<file path="config.mk">
export PLATFORM = sky130hd
export DESIGN_NAME = lsr_queue
export DESIGN_NICKNAME = d
export VERILOG_FILES = /design/src/rtl/core/lsr_pkg.sv /design/src/rtl/core/lsr_queue.sv
export SDC_FILE = /design/constraint.sdc
export NUM_CORES = 1
export LEC_CHECK = 0
export BUFFER_PORTS_ARGS = -buffer_cell sky130_fd_sc_hd__buf_2
export CAP_MARGIN = 20
export CORE_AREA = 2 2 401 403
export CTS_CLUSTER_DIAMETER = 50
export DETAILED_ROUTE_END_ITERATION = 10
export DIE_AREA = 0 0 403 405
export SYNTH_ARGS = -nofsm -noshare
export SYNTH_HDL_FRONTEND = slang
export SYNTH_SLANG_ARGS = --single-unit
export TNS_END_PERCENT = 30
</file>
<file path="constraint.sdc">
create_clock -name clock -period 55.6 [get_ports clock]
set_input_delay 0 -clock clock [delete_from_list [all_inputs] [get_ports clock]]
set_output_delay 0 -clock clock [all_outputs]
set_load 0.02 [all_outputs]
</file>
<file path="src/rtl/core/lsr_pkg.sv">
// shared types, limiter codes and saturation helpers for the slope-limited reconstruction
// no dependencies
package lsr_pkg;

   localparam int NUM_COMP = 4;

   localparam logic [1:0] MODE_MINMOD   = 2'd0;
   localparam logic [1:0] MODE_SUPERBEE = 2'd1;
   localparam logic [1:0] MODE_VANLEER  = 2'd2;

   typedef logic [NUM_COMP-1:0][31:0] cell_type;

   // one classified request for the back end: neighbors and saturated differences
   typedef struct packed {
      cell_type prev;
      cell_type cur;
      cell_type dm;
      cell_type dp;
   } job_type;

   function automatic logic [31:0] sat33(input logic signed [32:0] v);
      logic [31:0] r;
      if (v > 33'sd2147483647) begin
         r = 32'h7fff_ffff;
      end else if (v < -33'sd2147483648) begin
         r = 32'h8000_0000;
      end else begin
         r = v[31:0];
      end
      return r;
   endfunction

   function automatic logic [31:0] sat34(input logic signed [33:0] v);
      logic [31:0] r;
      if (v > 34'sd2147483647) begin
         r = 32'h7fff_ffff;
      end else if (v < -34'sd2147483648) begin
         r = 32'h8000_0000;
      end else begin
         r = v[31:0];
      end
      return r;
   endfunction

endpackage

</file>
<file path="src/rtl/core/lsr_queue.sv">
// two-entry queue between the front and back ends
// depends on lsr_pkg
module lsr_queue
   import lsr_pkg::*;
(
   input  logic    clock,
   input  logic    reset,
   input  logic    push,
   input  job_type push_job,
   output logic    full,
   output logic    q_valid,
   output job_type q_job,
   input  logic    pop
);

   job_type    mem_ff [2];
   logic       wr_ff, rd_ff;
   logic [1:0] cnt_ff;

   assign full    = (cnt_ff == 2'd2);
   assign q_valid = (cnt_ff != 2'd0);
   assign q_job   = mem_ff[rd_ff];

   always_ff @(posedge clock) begin
      if (push) begin
         mem_ff[wr_ff] <= push_job;
      end
   end

   always_ff @(posedge clock) begin
      if (reset) begin
         wr_ff  <= 1'b0;
         rd_ff  <= 1'b0;
         cnt_ff <= 2'd0;
      end else begin
         if (push) begin
            wr_ff <= ~wr_ff;
         end
         if (pop) begin
            rd_ff <= ~rd_ff;
         end
         if (push && !pop) begin
            cnt_ff <= cnt_ff + 2'd1;
         end else if (pop && !push) begin
            cnt_ff <= cnt_ff - 2'd1;
         end
      end
   end

endmodule

</file>
==> impl_metrics.yaml <==
floorplanning:
  ioPinCount: 1030
  die_y_um: 405
  initial_core_util_pct: 23.5
  die_x_um: 403
  core_mm2: 0.159
  fp.dieArea_mm2: 0.163
  num_rows: 147
clock_tree:
  clk_pin_slew_ns: 0.06
  cts_resized: 0
  clkLatencyLatePin_ns: 0.72
  cts_buffers: 117
  clock_path_buffers: 3
  cts-htree-levels: 3
  cts_tree: "done"
  cts_root_buf: "clkbuf_16"
  clock_sinks: 1029
power:
  powerDensity_mw_per_mm2: 33.6
  vdd_drop_max_mv: 0.0273
  p_leak_nw: 21.6
placement:
  pre_cts_ws_ns: 51.54
  gp_congestion: 0.796
  portBuffers: 1029
  dpl.hpwl_mm: 76.5
  dp_cells: 4692
hold_path:
  min_path_type: "input pin to register"
  min-delay-start: "push_job[219]"
  hold_end: "mem_ff[0][219]"
  whs_path_depth: 2
worst_setup_path:
  start_kind: "register"
  required_ns: 55.60
  cpMostUsedCell: "buf_4"
  slowest_stage: "dfxtp_4"
  cp.arrival_ns: 4.76
  crit-reg2reg-capture: "mem_ff[1][359]"
  r2r_cells: 4
  crit_fanout: 69
  reg2reg_from: "wr_ff"
  path_class: "register to output pin"
  end_kind: "output pin"
  critPathMaxStageDelay_ns: 0.87
  reg2reg_setup_slack_ns: 51.57
  critical-path-top-delay-family: "buffers and inverters"
  crit_buf_inv: 4
  crit_chain: "buf_4 -> buf_4 -> buf_4 -> mux2_2 -> buf_2"
synthesis:
  synth_area_leaders: "edfxtp_1, mux2_2, buf_6"
  ys_seq_area_share_pct: 82.6
  syn_inst: 1615
  yosysMostFrequentCell: "edfxtp_1"
  synth_top_area_share_pct: 82.3
  synth_edf_count: 1024
  yosys_warnings: 0
  synthFlopType: "edfxtp_1"
  synthArstFlopShare_pct: 0
  synth.avg_cell_area_um2: 23.1
  synthTopCellsByCount: "edfxtp_1, mux2_2, buf_6"
  mappedNetlistArea_mm2: 0.0374
  yosysTopAreaCell: "edfxtp_1"
  syn_nets: 2132
  synth_seq_cells: 1029
  synth_cell_types: 17
sta:
  fin_crit_ns: 4.76
  fmax_mhz: 210
  final_hold_viol_count: 0
  setup-tns-final_ns: 0
  fin_ws_ns: 50.84
  rsz0062_at_grt: "false"
  period_share_pct: 8.55
  slew_headroom_pct: 24.1
  finalSetupViolations: 0
  drv_slew: 0
  worst_pin_slew_ns: 1.14
  holdWs_ns: 0.0759
  fin_skew_ns: 0.0432
route:
  routed_via_density: 4.02
  vias: 23700
  drc_errors: 0
  wire_per_inst_um: 19.5
  ant_nets: 0
  drt-initial-drc-count: 1511
  wirelength_mm: 115
  drt_first_pass_iters: 5
grt:
  first_global_vias: 25000
  track_usage_pct: 13.4
  antenna_found_initial: 45
  grt_max_degree: 158
  grt_pass1_wl_mm: 161
  overflow: 0
final_layout:
  drive_gt1_share_pct: 45.8
  layout.nets: 4202
  syn_to_final_growth_pct: 55.5
  fin_cells: 5893
status:
  outcome: "finished clean"
flow_run:
  maxCapViolations: 0
[sequential cells by signal (all words and copies together) (netlist names), named ones only]
signal  flops
mem_ff   1024
cnt_ff      2
rd_ff       1
wr_ff       1
[per-stage QoR]
step           area, µm²  util, %  power (mW)
3_3_place_gp       44700     28.0        1.16
3_5_place_dp       44700     28.0        1.17
4_1_cts            58000     36.4        1.97
2_1_floorplan      37400        -        1.10
5_1_grt            58100     36.5        2.02
6_report           58100     36.5        1.95
[timing repair]
item,in CTS,in global routing
setup buffers,0,0
hold buffers,960,0
endpoints found under the hold margin,1032,0
[per-layer routing]
layer  vias to the layer above  wire length [µm]  GRT usage (%)
met4                        20              7840           9.45
met3                       288              9680           4.40
met2                       950             54500           21.4
met5                         -               123              0
li1                      10700                 -              -
met1                     11800             43100           15.0
[where the power goes]
part | leakage (nW) | switching [mW] | internal (mW) | total, mW
registers | 9.65 | 0.0115 | 0.907 | 0.919
clock network | 1.81 | 0.315 | 0.427 | 0.742
logic | 10.1 | 0.162 | 0.128 | 0.290
total | 21.6 | 0.488 | 1.46 | 1.95
[logic make-up after synthesis]
family / count (synthesis) / share of synthesized area (%)
multiplexers: 512 / 15.4
buffers and inverters: 58 / 1.73
XOR/XNOR: 4 / 0.0938
flip-flops: 1029 / 82.6
AO/OA/AOI/OAI: 2 / 0.0268
adder cells (fa/ha/maj): 1 / 0.0335
AND/OR/NAND/NOR: 9 / 0.124
[worst max-delay path by stage]
stage	slack [ns]	cells past startpoint	to	startpoint
2_1_floorplan	31.28	1	mem_ff[0][0]	wr_ff
3_3_place_gp	51.56	4	mem_ff[1][316]	wr_ff
3_5_place_dp	51.54	4	mem_ff[1][316]	wr_ff
4_1_cts	50.71	5	q_job[316]	register
5_1_grt	50.52	5	q_job[344]	register
6_report	50.84	5	q_job[316]	register
[area by class of cell]
type                    instances  area [µm²]
diodes                         35        87.6
well taps                    2086        2610
clock inverters                65         672
multi-input cells             528        5880
flip-flops and latches       1029       30900
repair buffers               2008       14900
fillers                     14800      101000
inverters                       1        3.75
clock buffers                 141        3060
[cells in the final DEF (no fill, tap or decap), types with 2 or more instances in the layout]
master and instances:
inv_8 9, clkbuf_16 119, buf_4 16, bufinv_16 7
clkinv_2 14, mux2_2 512, clkbuf_1 22, clkinv_1 19
edfxtp_1 1024, dlygate4sd3_1 960, buf_2 1029, clkinv_16 4
diode_2 35, clkinv_4 2, buf_12 3, xnor2_1 2
dfxtp_1 4, clkinvlp_4 5, xor2_1 2, nor2_1 4
inv_6 5
(Power assumes the default switching activity.)
