**src/rtl/core/lsr_pkg.sv**
```systemverilog
// shared types, limiter codes and saturation helpers for the slope-limited reconstruction
// no dependencies
package lsr_pkg;

   localparam int NUM_COMP = 4;

   localparam logic [1:0] MODE_MINMOD   = 2'd0;
   localparam logic [1:0] MODE_SUPERBEE = 2'd1;
   localparam logic [1:0] MODE_VANLEER  = 2'd2;

   typedef logic [NUM_COMP-1:0][31:0] cell_type;

   // one classified request for the back end: neighbors and saturated differences
   typedef struct packed {
      cell_type prev;
      cell_type cur;
      cell_type dm;
      cell_type dp;
   } job_type;

   function automatic logic [31:0] sat33(input logic signed [32:0] v);
      logic [31:0] r;
      if (v > 33'sd2147483647) begin
         r = 32'h7fff_ffff;
      end else if (v < -33'sd2147483648) begin
         r = 32'h8000_0000;
      end else begin
         r = v[31:0];
      end
      return r;
   endfunction

   function automatic logic [31:0] sat34(input logic signed [33:0] v);
      logic [31:0] r;
      if (v > 34'sd2147483647) begin
         r = 32'h7fff_ffff;
      end else if (v < -34'sd2147483648) begin
         r = 32'h8000_0000;
      end else begin
         r = v[31:0];
      end
      return r;
   endfunction

endpackage

```
**src/rtl/core/lsr_front.sv**
```systemverilog
// front end: accepts cells, keeps the two previous cells of the line, forms differences
// depends on lsr_pkg
module lsr_front
   import lsr_pkg::*;
(
   input  logic        clock,
   input  logic        reset,
   input  logic        req_valid,
   output logic        req_stall,
   input  logic [31:0] req_density,
   input  logic [31:0] req_velocity_a,
   input  logic [31:0] req_velocity_b,
   input  logic [31:0] req_pressure,
   input  logic        req_line_start,
   input  logic        q_full,
   output logic        push,
   output job_type     push_job
);

   cell_type   m1_ff, m2_ff, cur;
   logic [1:0] seen_ff;
   logic       accept;

   assign cur[0] = req_density;
   assign cur[1] = req_velocity_a;
   assign cur[2] = req_velocity_b;
   assign cur[3] = req_pressure;

   assign req_stall = q_full;
   assign accept    = req_valid & ~q_full;
   assign push      = accept & ~req_line_start & (seen_ff == 2'd2);

   always_comb begin
      push_job.prev = m1_ff;
      push_job.cur  = cur;
      for (int k = 0; k < NUM_COMP; k++) begin
         push_job.dm[k] = sat33($signed({m1_ff[k][31], m1_ff[k]}) -
                                $signed({m2_ff[k][31], m2_ff[k]}));
         push_job.dp[k] = sat33($signed({cur[k][31], cur[k]}) -
                                $signed({m1_ff[k][31], m1_ff[k]}));
      end
   end

   always_ff @(posedge clock) begin
      if (reset) begin
         m1_ff   <= '0;
         m2_ff   <= '0;
         seen_ff <= 2'd0;
      end else if (accept) begin
         m1_ff <= cur;
         if (req_line_start) begin
            m2_ff   <= '0;
            seen_ff <= 2'd1;
         end else begin
            m2_ff <= m1_ff;
            if (seen_ff != 2'd2) begin
               seen_ff <= seen_ff + 2'd1;
            end
         end
      end
   end

endmodule

```
**config.mk**
```make
export PLATFORM = sky130hd
export DESIGN_NAME = lsr_front
export DESIGN_NICKNAME = d
export VERILOG_FILES = /design/src/rtl/core/lsr_pkg.sv /design/src/rtl/core/lsr_front.sv
export SDC_FILE = /design/constraint.sdc
export NUM_CORES = 1
export LEC_CHECK = 0
export BUFFER_PORTS_ARGS = -buffer_cell sky130_fd_sc_hd__buf_2
export CORE_AREA = 3 3 256 258
export CTS_BUF_LIST = sky130_fd_sc_hd__clkbuf_16
export DETAILED_ROUTE_END_ITERATION = 8
export DIE_AREA = 0 0 259 261
export PLACE_DENSITY = 0.67
export SYNTH_ARGS = -nofsm -noshare
export SYNTH_HDL_FRONTEND = slang
export SYNTH_SLANG_ARGS = --single-unit
```
**constraint.sdc**
```tcl
create_clock -name clock -period 4.3 [get_ports clock]
set_input_delay 0.645 -clock clock [delete_from_list [all_inputs] [get_ports clock]]
set_output_delay 0.645 -clock clock [all_outputs]
set_load 0.01 [all_outputs]
```
==> results list <==
- Post-cts hold buffer count: 0
* Slowest cell on the critical path: sky130_fd_sc_hd__fa_2
* Number of buffers inserted by port buffering: 646
- Die Outline Area: 0.0676 sq mm
- For this run, the top clock speed supported by timing is 222 MHz.
- sky130_fd_sc_hd__dfxtp_1 takes more of the synthesized area than any other cell.
- The share of synthesized area in the top cell type comes to 0.204.
- Endpoint of the worst-slack reg-to-reg timing path: seen_ff[1]$_SDFFE_PP0P_
- Synthesized flop and latch total: 258
* Vias after detailed routing: 28800
- After detailed routing, the number of remaining DRC violations is 0.
- Maxcap violations: 0
- Outcome: complete, but fails checks
* Synth-to-Final Area Change: 43.4%
- Post-synthesis net count: 3989
- The first global-routing pass estimated 149000 um of wire.
* Worst-margin pin slew: 0.983 ns
- Yosys printed 0 warnings.
- Vias in the first global route: 26400
* Min-Delay Startpoint: req_velocity_a[0]
- Counting flops with a built-in enable in the synthesized netlist gives 0.
- The congestion estimate from routability-driven global placement came to 1.00.
- Number of buffers inserted during clock tree synthesis: 35
- Of the cells placed in the final design, the portion with a size suffix greater than 1 is 0.366.
- Number of cells on the worst reg-to-reg path: 6
* Maximum clock path buffer count: 3
* Number of ports placed on the die boundary: 647
- Arrival time of data at the critical path endpoint: 3.86 ns
* Number of hold violations in the final report: 0
- For this design the static power due to leakage is 15.9 nW.
- By instance count, the leading cell after synthesis is sky130_fd_sc_hd__a21oi_1.
- The path class of the tightest hold or removal check is in2reg.
- The die is 261 um tall.
- Worst hold slack across all endpoints: 0.370 ns
* Worst voltage drop across the vdd grid: 0.000239 V
- Post-DRT Antenna Nets: 0
- The checks that failed: negative setup slack.
- H-tree depth: 2
- CTS tree: done
- Latest clock arrival within the worst-skew pair: 0.54 ns
- The repair_antennas step left the layout with diodes totalling 0.
- Placed cell area: 0.0299 sq mm
- Of the synthesized area, sequential elements account for 0.204.
- Number of rows in the core area: 92
- Utilization after layout: 0.573
- Dividing the detail-routed wire length by the instance count gives 19.3 um.
* Setup repair after global routing missed its margin: true
- Number of fill cells: 5717
- Period utilization: 1.05
- The synthesized netlist contains 77 unique library cells.
- After clock tree synthesis, the clock-pin slew on the worst setup and hold paths is 0.05 ns.
* Synthesized netlist cell count: 3591
- Synth cell count leaders: sky130_fd_sc_hd__a21oi_1, sky130_fd_sc_hd__nand2_1, sky130_fd_sc_hd__inv_1, sky130_fd_sc_hd__dfxtp_1, sky130_fd_sc_hd__ha_1
* Buffer type at the clock tree root: sky130_fd_sc_hd__clkbuf_16
* Hold-critical path depth: 3
- Required time of the worst setup path: 3.65 ns
- Clock skew after layout: 0.0138 ns
* Share of synthesized registers carrying an async set or reset: 0
* Critical register-to-register path startpoint: seen_ff[0]$_SDFFE_PP0P_
- Number of search-and-repair iterations in the first detailed-routing pass: 6
- The mapped netlist covers 0.0253 sq mm.
- The final layout contains 4763 nets.
- Kind of start point of the critical path: register
* Maximum number of pins on one net before global-route repair: 135
* CP peak stage delay: 0.35 ns
* Total gr overflow: 0
- For this configuration, the core starts out at a cell density of 0.400.
- In this run, the number of DRC markers left after iteration 0 of detailed routing was 2291.
- The HPWL after detailed placement is 72100 um.
- Category of the worst setup path capture point: output port
- Critical setup path kind: reg2out
* Critical-path cell list: inv_2 -> ha_4 -> fa_2 -> nor2b_1 -> o21a_1 -> o21ai_2 -> a2111oi_4 -> o31ai_4 -> a2111oi_4 -> o21a_1 -> a2bb2oi_4 -> nor2_4 -> buf_6 -> buf_6 -> o31ai_2 -> buf_2
* Final Critical Period: 4.50 ns
- Clock tree synthesis found a total of 258 sinks.
- After detailed routing, the number of vias per cell comes to 5.51.
* Sink of the worst hold path: push_job[416]$_SDFFE_PP0P_
- Post-Syn Area per Cell: 7.04 sq um
* Primary flip-flop cell chosen by synthesis mapping: sky130_fd_sc_hd__dfxtp_1
- Number of antenna violations at the first check in global routing: 2
- The die is 259 um wide.
- Max Transition Viols Final: 0
- Headroom to the max-slew limit came out at 0.345.
* Flop-to-flop setup slack: 3.11 ns
- For this design the ratio of total power to cell area is 378 mW/mm^2.
* Setup violators final: 154
- Final Worst Setup Slack: -0.202 ns
- Summing all non-filler instances in the final layout gives an area of 0.0362 sq mm.
* Worst-path fanout max: 4
- Top area cells in the synthesized netlist: sky130_fd_sc_hd__dfxtp_1, sky130_fd_sc_hd__ha_1, sky130_fd_sc_hd__a21oi_1, sky130_fd_sc_hd__nand2_1, sky130_fd_sc_hd__inv_1
* Wirelength, routed: 101000 um
- GRT Overall Usage: 0.271
* Core area: 0.0632 sq mm
## routing by layer
layer | vias to the layer above | share of wire | global-route usage
li1 | 13900 | - | -
met1 | 13500 | 0.43 | 0.361
met2 | 1107 | 0.45 | 0.437
met3 | 301 | 0.059 | 0.0303
met4 | 2 | 0.059 | 0.136
met5 | - | 0.00013 | 0
## cell usage in the layout (no fill, tap or decap), types with 101 or more instances in the layout
cell	n
sky130_fd_sc_hd__buf_6	109
sky130_fd_sc_hd__xnor2_1	111
sky130_fd_sc_hd__buf_2	582
sky130_fd_sc_hd__nor3_1	161
sky130_fd_sc_hd__a21oi_1	456
sky130_fd_sc_hd__nand2_1	355
sky130_fd_sc_hd__dfxtp_1	206
sky130_fd_sc_hd__nor2_1	244
sky130_fd_sc_hd__buf_4	286
sky130_fd_sc_hd__inv_1	312
sky130_fd_sc_hd__o21ai_0	112
sky130_fd_sc_hd__o21ai_2	101
sky130_fd_sc_hd__a21o_1	124
sky130_fd_sc_hd__ha_1	196
## through the flow
step / setup TNS [ns] / setup WS, ns / cells / total power [mW]
floorplan: 0 / 0.0569 / 3591 / 5.95
global placement: -36.93 / -0.617 / 5016 / 8.32
detailed placement: -47.54 / -0.661 / 5016 / 8.33
CTS: -17.16 / -0.310 / 5187 / 12.7
global route: -40.54 / -0.334 / 5237 / 14.3
finish: -13.97 / -0.202 / 5237 / 13.7
## state kept, by name (all words and copies together) (netlist names)
name / cells
m2_ff: 128
push_job: 128
seen_ff: 2
## how the worst max path moves through the flow
stage | from | slack, ns | endpoint | cells past startpoint
6_report | push_job[448]$_SDFFE_PP0P_ | -0.20 | push_job[222] | 16
5_1_grt | push_job[448]$_SDFFE_PP0P_ | -0.33 | push_job[222] | 16
4_1_cts | push_job[448]$_SDFFE_PP0P_ | -0.31 | push_job[203] | 15
3_5_place_dp | req_velocity_b[0] | -0.66 | push_job[70] | 16
3_3_place_gp | req_velocity_b[0] | -0.62 | push_job[77] | 16
2_1_floorplan | req_pressure[0] | 0.06 | push_job[101] | 15
## power by group
group	leakage [nW]	internal [mW]	total, mW	switching [mW]
Combinational	13.2	3.70	8.01	4.31
Clock	0.619	1.97	3.14	1.17
Sequential	2.12	2.46	2.54	0.0806
## cell type report
| type | count | area, sq um | area share |
|---|---|---|---|
| well taps | 846 | 1060 | 0.0292 |
| clock buffers | 37 | 926 | 0.0256 |
| inverters | 333 | 1280 | 0.0353 |
| clock inverters | 26 | 295 | 0.00815 |
| repair buffers | 1030 | 7410 | 0.204 |
| flip-flops and latches | 258 | 5280 | 0.146 |
| multi-input cells | 2707 | 20000 | 0.552 |
## critical path: cells and delay by family, from the launching register on
family	cells	cell delay [ns]
DFF	1	0.33
AOI/OAI and AO/OA	8	1.81
buffers and inverters	4	0.50
and+or+nand+nor	2	0.19
adders and majority gates	2	0.50
## what timing repair did
action | in CTS | in global routing
endpoints found under the hold margin | 0 | 0
setup buffers | 91 | 55
pin swaps | 153 | 174
gates cloned | 19 | 11
setup endpoints to repair | 253 | 251
gates resized for setup | 497 | 412
## logic make-up (layout without fill, tap and decap cells)
kind of cell	Yosys count	count (layout)	synth area share
AO/OA/AOI/OAI	1194	1195	0.282
XOR/XNOR	215	215	0.0754
adder cells (fa/ha/maj)	291	291	0.144
buffers and inverters	629	1426	0.115
flip-flops	258	258	0.204
multiplexers	5	5	0.00203
AND/OR/NAND/NOR	999	1001	0.177
Power figures use the tool's default switching activity.
