`src/rtl/core/lsr_pkg.sv`:
```
// shared types, limiter codes and saturation helpers for the slope-limited reconstruction
// no dependencies
package lsr_pkg;

   localparam int NUM_COMP = 4;

   localparam logic [1:0] MODE_MINMOD   = 2'd0;
   localparam logic [1:0] MODE_SUPERBEE = 2'd1;
   localparam logic [1:0] MODE_VANLEER  = 2'd2;

   typedef logic [NUM_COMP-1:0][31:0] cell_type;

   // one classified request for the back end: neighbors and saturated differences
   typedef struct packed {
      cell_type prev;
      cell_type cur;
      cell_type dm;
      cell_type dp;
   } job_type;

   function automatic logic [31:0] sat33(input logic signed [32:0] v);
      logic [31:0] r;
      if (v > 33'sd2147483647) begin
         r = 32'h7fff_ffff;
      end else if (v < -33'sd2147483648) begin
         r = 32'h8000_0000;
      end else begin
         r = v[31:0];
      end
      return r;
   endfunction

   function automatic logic [31:0] sat34(input logic signed [33:0] v);
      logic [31:0] r;
      if (v > 34'sd2147483647) begin
         r = 32'h7fff_ffff;
      end else if (v < -34'sd2147483648) begin
         r = 32'h8000_0000;
      end else begin
         r = v[31:0];
      end
      return r;
   endfunction

endpackage

```
`src/rtl/core/lsr_back.sv`:
```
// back end: limits slopes one component at a time, van leer through a bit-serial divider
// depends on lsr_pkg
module lsr_back
   import lsr_pkg::*;
(
   input  logic        clock,
   input  logic        reset,
   input  logic [1:0]  mode,
   input  logic        q_valid,
   input  job_type     q_job,
   output logic        pop,
   output logic        rsp_valid,
   input  logic        rsp_stall,
   output logic [31:0] rsp_left_density,
   output logic [31:0] rsp_left_velocity_a,
   output logic [31:0] rsp_left_velocity_b,
   output logic [31:0] rsp_left_pressure,
   output logic [31:0] rsp_right_density,
   output logic [31:0] rsp_right_velocity_a,
   output logic [31:0] rsp_right_velocity_b,
   output logic [31:0] rsp_right_pressure
);

   typedef enum logic [5:0] {
      ST_IDLE  = 6'b000001,
      ST_LOAD  = 6'b000010,
      ST_MAG   = 6'b000100,
      ST_DIV   = 6'b001000,
      ST_APPLY = 6'b010000,
      ST_OUT   = 6'b100000
   } state_type;

   state_type   state_ff;
   logic [1:0]  k_ff;
   logic [5:0]  cnt_ff;
   logic [31:0] a_ff, b_ff, mag_ff;
   logic        neg_ff, zero_ff;
   logic [63:0] num_ff;
   logic [32:0] den_ff, rem_ff;
   cell_type    lres_ff, rres_ff, lout_ff, rout_ff;
   logic        rsp_valid_ff;

   logic [31:0] dm, dp, mag_simple;
   logic [32:0] a2, b2, min_ab, sb1, sb2;
   logic [63:0] prod;
   logic [33:0] rem_sh;
   logic        ge, out_free;
   logic signed [32:0] h;

   assign dm = q_job.dm[k_ff];
   assign dp = q_job.dp[k_ff];

   always_comb begin
      a2     = {a_ff, 1'b0};
      b2     = {b_ff, 1'b0};
      min_ab = (a_ff < b_ff) ? {1'b0, a_ff} : {1'b0, b_ff};
      sb1    = (a2 < {1'b0, b_ff}) ? a2 : {1'b0, b_ff};
      sb2    = ({1'b0, a_ff} < b2) ? {1'b0, a_ff} : b2;
      case (mode)
         MODE_MINMOD:   mag_simple = min_ab[31:0];
         MODE_SUPERBEE: mag_simple = (sb1 > sb2) ? sb1[31:0] : sb2[31:0];
         default:       mag_simple = 32'd0;
      endcase
      prod   = {32'd0, a_ff} * {32'd0, b_ff};
      rem_sh = {rem_ff, num_ff[63]};
      ge     = (rem_sh >= {1'b0, den_ff});
      // half slope truncated toward zero, sign shared by both differences
      h = neg_ff ? -$signed({2'b00, mag_ff[31:1]}) : $signed({2'b00, mag_ff[31:1]});
   end

   assign out_free  = ~rsp_valid_ff | ~rsp_stall;
   assign pop       = (state_ff == ST_OUT) & out_free;
   assign rsp_valid = rsp_valid_ff;

   assign rsp_left_density     = lout_ff[0];
   assign rsp_left_velocity_a  = lout_ff[1];
   assign rsp_left_velocity_b  = lout_ff[2];
   assign rsp_left_pressure    = lout_ff[3];
   assign rsp_right_density    = rout_ff[0];
   assign rsp_right_velocity_a = rout_ff[1];
   assign rsp_right_velocity_b = rout_ff[2];
   assign rsp_right_pressure   = rout_ff[3];

   always_ff @(posedge clock) begin
      case (state_ff)
         ST_LOAD: begin
            zero_ff <= (dm == 32'd0) | (dp == 32'd0) | (dm[31] != dp[31]);
            neg_ff  <= dm[31];
            a_ff    <= dm[31] ? (~dm + 32'd1) : dm;
            b_ff    <= dm[31] ? (~dp + 32'd1) : dp;
         end
         ST_MAG: begin
            if (mode == MODE_VANLEER && !zero_ff) begin
               num_ff <= {prod[62:0], 1'b0};
               den_ff <= {1'b0, a_ff} + {1'b0, b_ff};
               rem_ff <= '0;
            end else begin
               mag_ff <= zero_ff ? 32'd0 : mag_simple;
            end
         end
         ST_DIV: begin
            rem_ff <= ge ? 33'(rem_sh - {1'b0, den_ff}) : rem_sh[32:0];
            num_ff <= {num_ff[62:0], ge};
            if (cnt_ff == 6'd63) begin
               mag_ff <= {num_ff[30:0], ge};
            end
         end
         ST_APPLY: begin
            lres_ff[k_ff] <= sat34($signed({{2{q_job.prev[k_ff][31]}}, q_job.prev[k_ff]})
                                   + $signed({h[32], h}));
            rres_ff[k_ff] <= sat34($signed({{2{q_job.cur[k_ff][31]}}, q_job.cur[k_ff]})
                                   - $signed({h[32], h}));
         end
         default: ;
      endcase
      if (pop) begin
         lout_ff <= lres_ff;
         rout_ff <= rres_ff;
      end
   end

   always_ff @(posedge clock) begin
      if (reset) begin
         state_ff     <= ST_IDLE;
         k_ff         <= 2'd0;
         cnt_ff       <= 6'd0;
         rsp_valid_ff <= 1'b0;
      end else begin
         if (pop) begin
            rsp_valid_ff <= 1'b1;
         end else if (!rsp_stall) begin
            rsp_valid_ff <= 1'b0;
         end
         unique case (state_ff)
            ST_IDLE: begin
               k_ff <= 2'd0;
               if (q_valid) begin
                  state_ff <= ST_LOAD;
               end
            end
            ST_LOAD: state_ff <= ST_MAG;
            ST_MAG: begin
               cnt_ff <= 6'd0;
               state_ff <= (mode == MODE_VANLEER && !zero_ff) ? ST_DIV : ST_APPLY;
            end
            ST_DIV: begin
               cnt_ff <= cnt_ff + 6'd1;
               if (cnt_ff == 6'd63) begin
                  state_ff <= ST_APPLY;
               end
            end
            ST_APPLY: begin
               k_ff <= k_ff + 2'd1;
               state_ff <= (k_ff == 2'(NUM_COMP - 1)) ? ST_OUT : ST_LOAD;
            end
            ST_OUT: begin
               if (out_free) begin
                  state_ff <= ST_IDLE;
               end
            end
            default: state_ff <= ST_IDLE;
         endcase
      end
   end

endmodule

```
`config.mk`:
```
export PLATFORM = sky130hd
export DESIGN_NAME = lsr_back
export DESIGN_NICKNAME = d
export VERILOG_FILES = /design/src/rtl/core/lsr_pkg.sv /design/src/rtl/core/lsr_back.sv
export SDC_FILE = /design/constraint.sdc
export NUM_CORES = 2
export LEC_CHECK = 0
export ABC_AREA = 1
export ABC_CLOCK_PERIOD_IN_PS = 48500
export BUFFER_PORTS_ARGS = -buffer_cell sky130_fd_sc_hd__buf_2
export CAP_MARGIN = 20
export CORE_MARGIN = 2
export CORE_UTILIZATION = 44
export CTS_CLUSTER_DIAMETER = 150
export DETAILED_ROUTE_END_ITERATION = 8
export HOLD_SLACK_MARGIN = 0.06
export PLACE_DENSITY = 0.62
export RECOVER_POWER = 25
export SYNTH_ARGS = -nofsm -noshare
export SYNTH_HDL_FRONTEND = slang
export SYNTH_SLANG_ARGS = --single-unit
```
`constraint.sdc`:
```
create_clock -name clock -period 48.5 [get_ports clock]
set_input_delay 9.7 -clock clock [delete_from_list [all_inputs] [get_ports clock]]
set_output_delay 9.7 -clock clock [all_outputs]
set_load 0.1 [all_outputs]
```
==> impl_metrics.csv <==
group,metric,value,unit
yosys,synth_seq_cells,754,
timing,clock-skew-final,0.0948,ns
floorplan,start_util,0.441,
yosys,syn_avg_cell_area,8.31,um2
finish,design_area,88300,um2
setup_path,cp-start-kind,"primary input",
yosys,yosysMostFrequentCell,"sky130_fd_sc_hd__nand2_1",
clocking,cts_resized,0,
yosys,synth-warning-count,0,
placement,place.detailed.instances,12459,
clocking,ctsHoldBuffers,0,
setup_path,category_of_the_critical_setup_timing_path,"primary input to output port",
setup_path,worst-path-max-fanout,3,
setup_path,required_time_at_the_worst_slack_endpoint,38.80,ns
yosys,synth_fp_nets,11574,
grt,gr-usage-met2,0.500,
grt,initial_antenna_violation_count,30,
status,run_status,"finished, violations left",
yosys,synth.cells.most_frequent,"sky130_fd_sc_hd__nand2_1, sky130_fd_sc_hd__inv_1, sky130_fd_sc_hd__fa_1",
finish,area_growth,11.0,%
placement,dpl_cell_area,85700,um2
floorplan,die-width,429,um
yosys,synth_top_area_share,0.279,
timing,slew_viol_final,523,
detailed_routing,vias,68023,
timing,max_freq,0.0487,GHz
detailed_routing,remaining_drc_errors,0,
grt,grt_start_max_net_pins,92,
timing,min_period_over_period,0.424,
yosys,number_of_enable_flip_flop_cells_after_synthesis,739,
timing,unrepaired_setup_endpoints_after_global_routing,"no",
placement,place.gp.congestion,1.01,
finish,post_route_cells_drive_above_1_share,0.104,
detailed_routing,drt-vias-per-instance,5.39,
grt,grt_pass1_vias,67672,
yosys,synthesis.area,79500,um2
clocking,postCtsSetupRepairBufs,0,
yosys,synth.area.top_cells,"sky130_fd_sc_hd__edfxtp_1, sky130_fd_sc_hd__fa_1, sky130_fd_sc_hd__nand2_1",
clocking,tritoncts,"yes",
detailed_routing,wl_per_cell,23.3,um
clocking,cts_max_level,3,
detailed_routing,drt-initial-drc-count,6430,
floorplan,coreArea,180000,um2
yosys,synth_top_flop_cell,"sky130_fd_sc_hd__edfxtp_1",
grt,first_pass_grt_wire_length,435,mm
grt,grtUsageMet3,0.0516,
status,failed_checks,"capacitance limit, slew limit",
clocking,worst_path_clk_slew,0.06,ns
setup_path,worst-endpoint-arrival,10.84,ns
floorplan,die_height,429,um
timing,finalSetupTns,0,ns
placement,place.detailed.hpwl,230,mm
timing,final-setup-viol-count,0,
timing,final_critical_path_setup_slack,27.96,ns
floorplan,num_io_pins,776,
yosys,seq_area_frac_synth,0.283,
finish,final_cells,12616,
grt,track_usage,0.317,
placement,dp_slack,27.98,ns
clocking,cts_inserted_buffers,81,
clocking,clockBufferDepth,3,
worst_hold_path,hold_class,"flop to flop",
run,drv.max_cap_violation_count,12,
detailed_routing,ant_nets,0,
grt,grt.busiest_layer,"met2",
timing,worst_slew_margin_rel,-1.41,
detailed_routing,totalWireLength,293,mm
timing,period_needed,20.54,ns
yosys,area_leader_netlist,"sky130_fd_sc_hd__edfxtp_1",
grt,grt.overflow.total,0,
yosys,postSynth.asyncResetShare,0,
clocking,clock_sink_count,754,
finish,finish.net_count,12173,
floorplan,design.die.area,184000,um2
floorplan,rows,156,
setup_path,cp-end-kind,"output port",
yosys,synthesis.instances,9574,
detailed_routing,drt-pass1-iter-count,6,
timing,final_hold_viol_count,0,
grt,grt_util_met1,0.447,
clocking,cts.root.buffer_cell,"sky130_fd_sc_hd__clkbuf_16",
timing,worstMarginPinSlew,3.61,ns
yosys,synth.lib_cells_used.distinct,61,
clocking,clk_latency,0.74,ns
placement,io_buffer_count,775,
setup_path,setup.reg_to_reg.worst_slack,39.46,ns
-- area by class of cell --
type	count	area, um2
well taps	2370	2970
repair buffers	888	4740
inverters	2073	7780
diodes	10	25.0
multi-input cells	6375	47600
fillers	17427	91900
clock buffers	90	2060
flip-flops and latches	754	22500
clock inverters	56	567
-- cells by family (layout without fill, tap and decap cells) --
group | Yosys count | in the layout | synth area share
AND/OR/NAND/NOR | 3637 | 3637 | 0.186
AO/OA/AOI/OAI | 1054 | 1054 | 0.0726
XOR/XNOR | 200 | 200 | 0.0220
other | 2 | 12 | 0.0000945
flip-flops | 754 | 754 | 0.283
buffers and inverters | 2445 | 3107 | 0.119
adder cells (fa/ha/maj) | 1482 | 1482 | 0.318
-- state kept, by name (all words and copies together) (netlist names), 33 cells and up --
signal / flops
den_ff: 33
num_ff: 64
rem_ff: 33
rres_ff: 128
lres_ff: 128
-- cells in the final DEF (no fill, tap or decap), drive strengths merged, types with 13 or more instances in the layout --
master,synthesis,routed
nand2,2362,2362
inv,2071,2078
fa,899,899
buf,120,881
edfxtp,739,739
nor2,683,683
ha,583,583
o21ai,476,476
a21oi,374,374
nand3,353,353
xor2,121,121
clkbuf,252,97
nand4,85,85
xnor2,79,79
o22ai,64,64
nor3,51,51
clkinv,2,41
and2,32,32
o22a,24,24
nor4,23,23
or2,20,20
o21bai,20,20
nand3b,18,18
o21a,17,17
a31oi,17,17
a21o,16,16
dfxtp,15,15
a21boi,13,13
-- critical path, stage by stage --
cell and delay, ns:
sky130_fd_sc_hd__buf_2 0.15, sky130_fd_sc_hd__nand2_1 0.13, sky130_fd_sc_hd__inv_1 0.10, sky130_fd_sc_hd__nor2_4 0.17
sky130_fd_sc_hd__buf_2 0.55
-- per-stage QoR --
| stage | hold WS [ns] | utilization |
|---|---|---|
| after floorplan | 0.400 | - |
| after global placement | 0.401 | 0.475 |
| after detailed placement | 0.405 | 0.476 |
| after CTS | 0.401 | 0.490 |
| after global routing | 0.415 | 0.490 |
| final | 0.393 | 0.490 |
-- final timing paths --
| check | startpoint | to | depth (start not counted) |
|---|---|---|---|
| worst max register to register | k_ff[0] | rres_ff[105] | 16 |
| worst min-delay path | rres_ff[95] | rsp_right_velocity_b[31] | 0 |
| worst max-delay path | rsp_stall | pop | 5 |
| worst min register to register | rres_ff[95] | rsp_right_velocity_b[31] | 0 |
-- per-layer routing --
layer	up-vias	routed length, um	share of wire
met3	510	25100	0.085
met4	6	10200	0.035
met2	3125	133000	0.45
met5	-	50	0.00017
li1	30774	-	-
met1	33608	125000	0.43
Power is not shown: default switching activity piles up to over one toggle a cycle in this logic, so the estimate is an artifact.
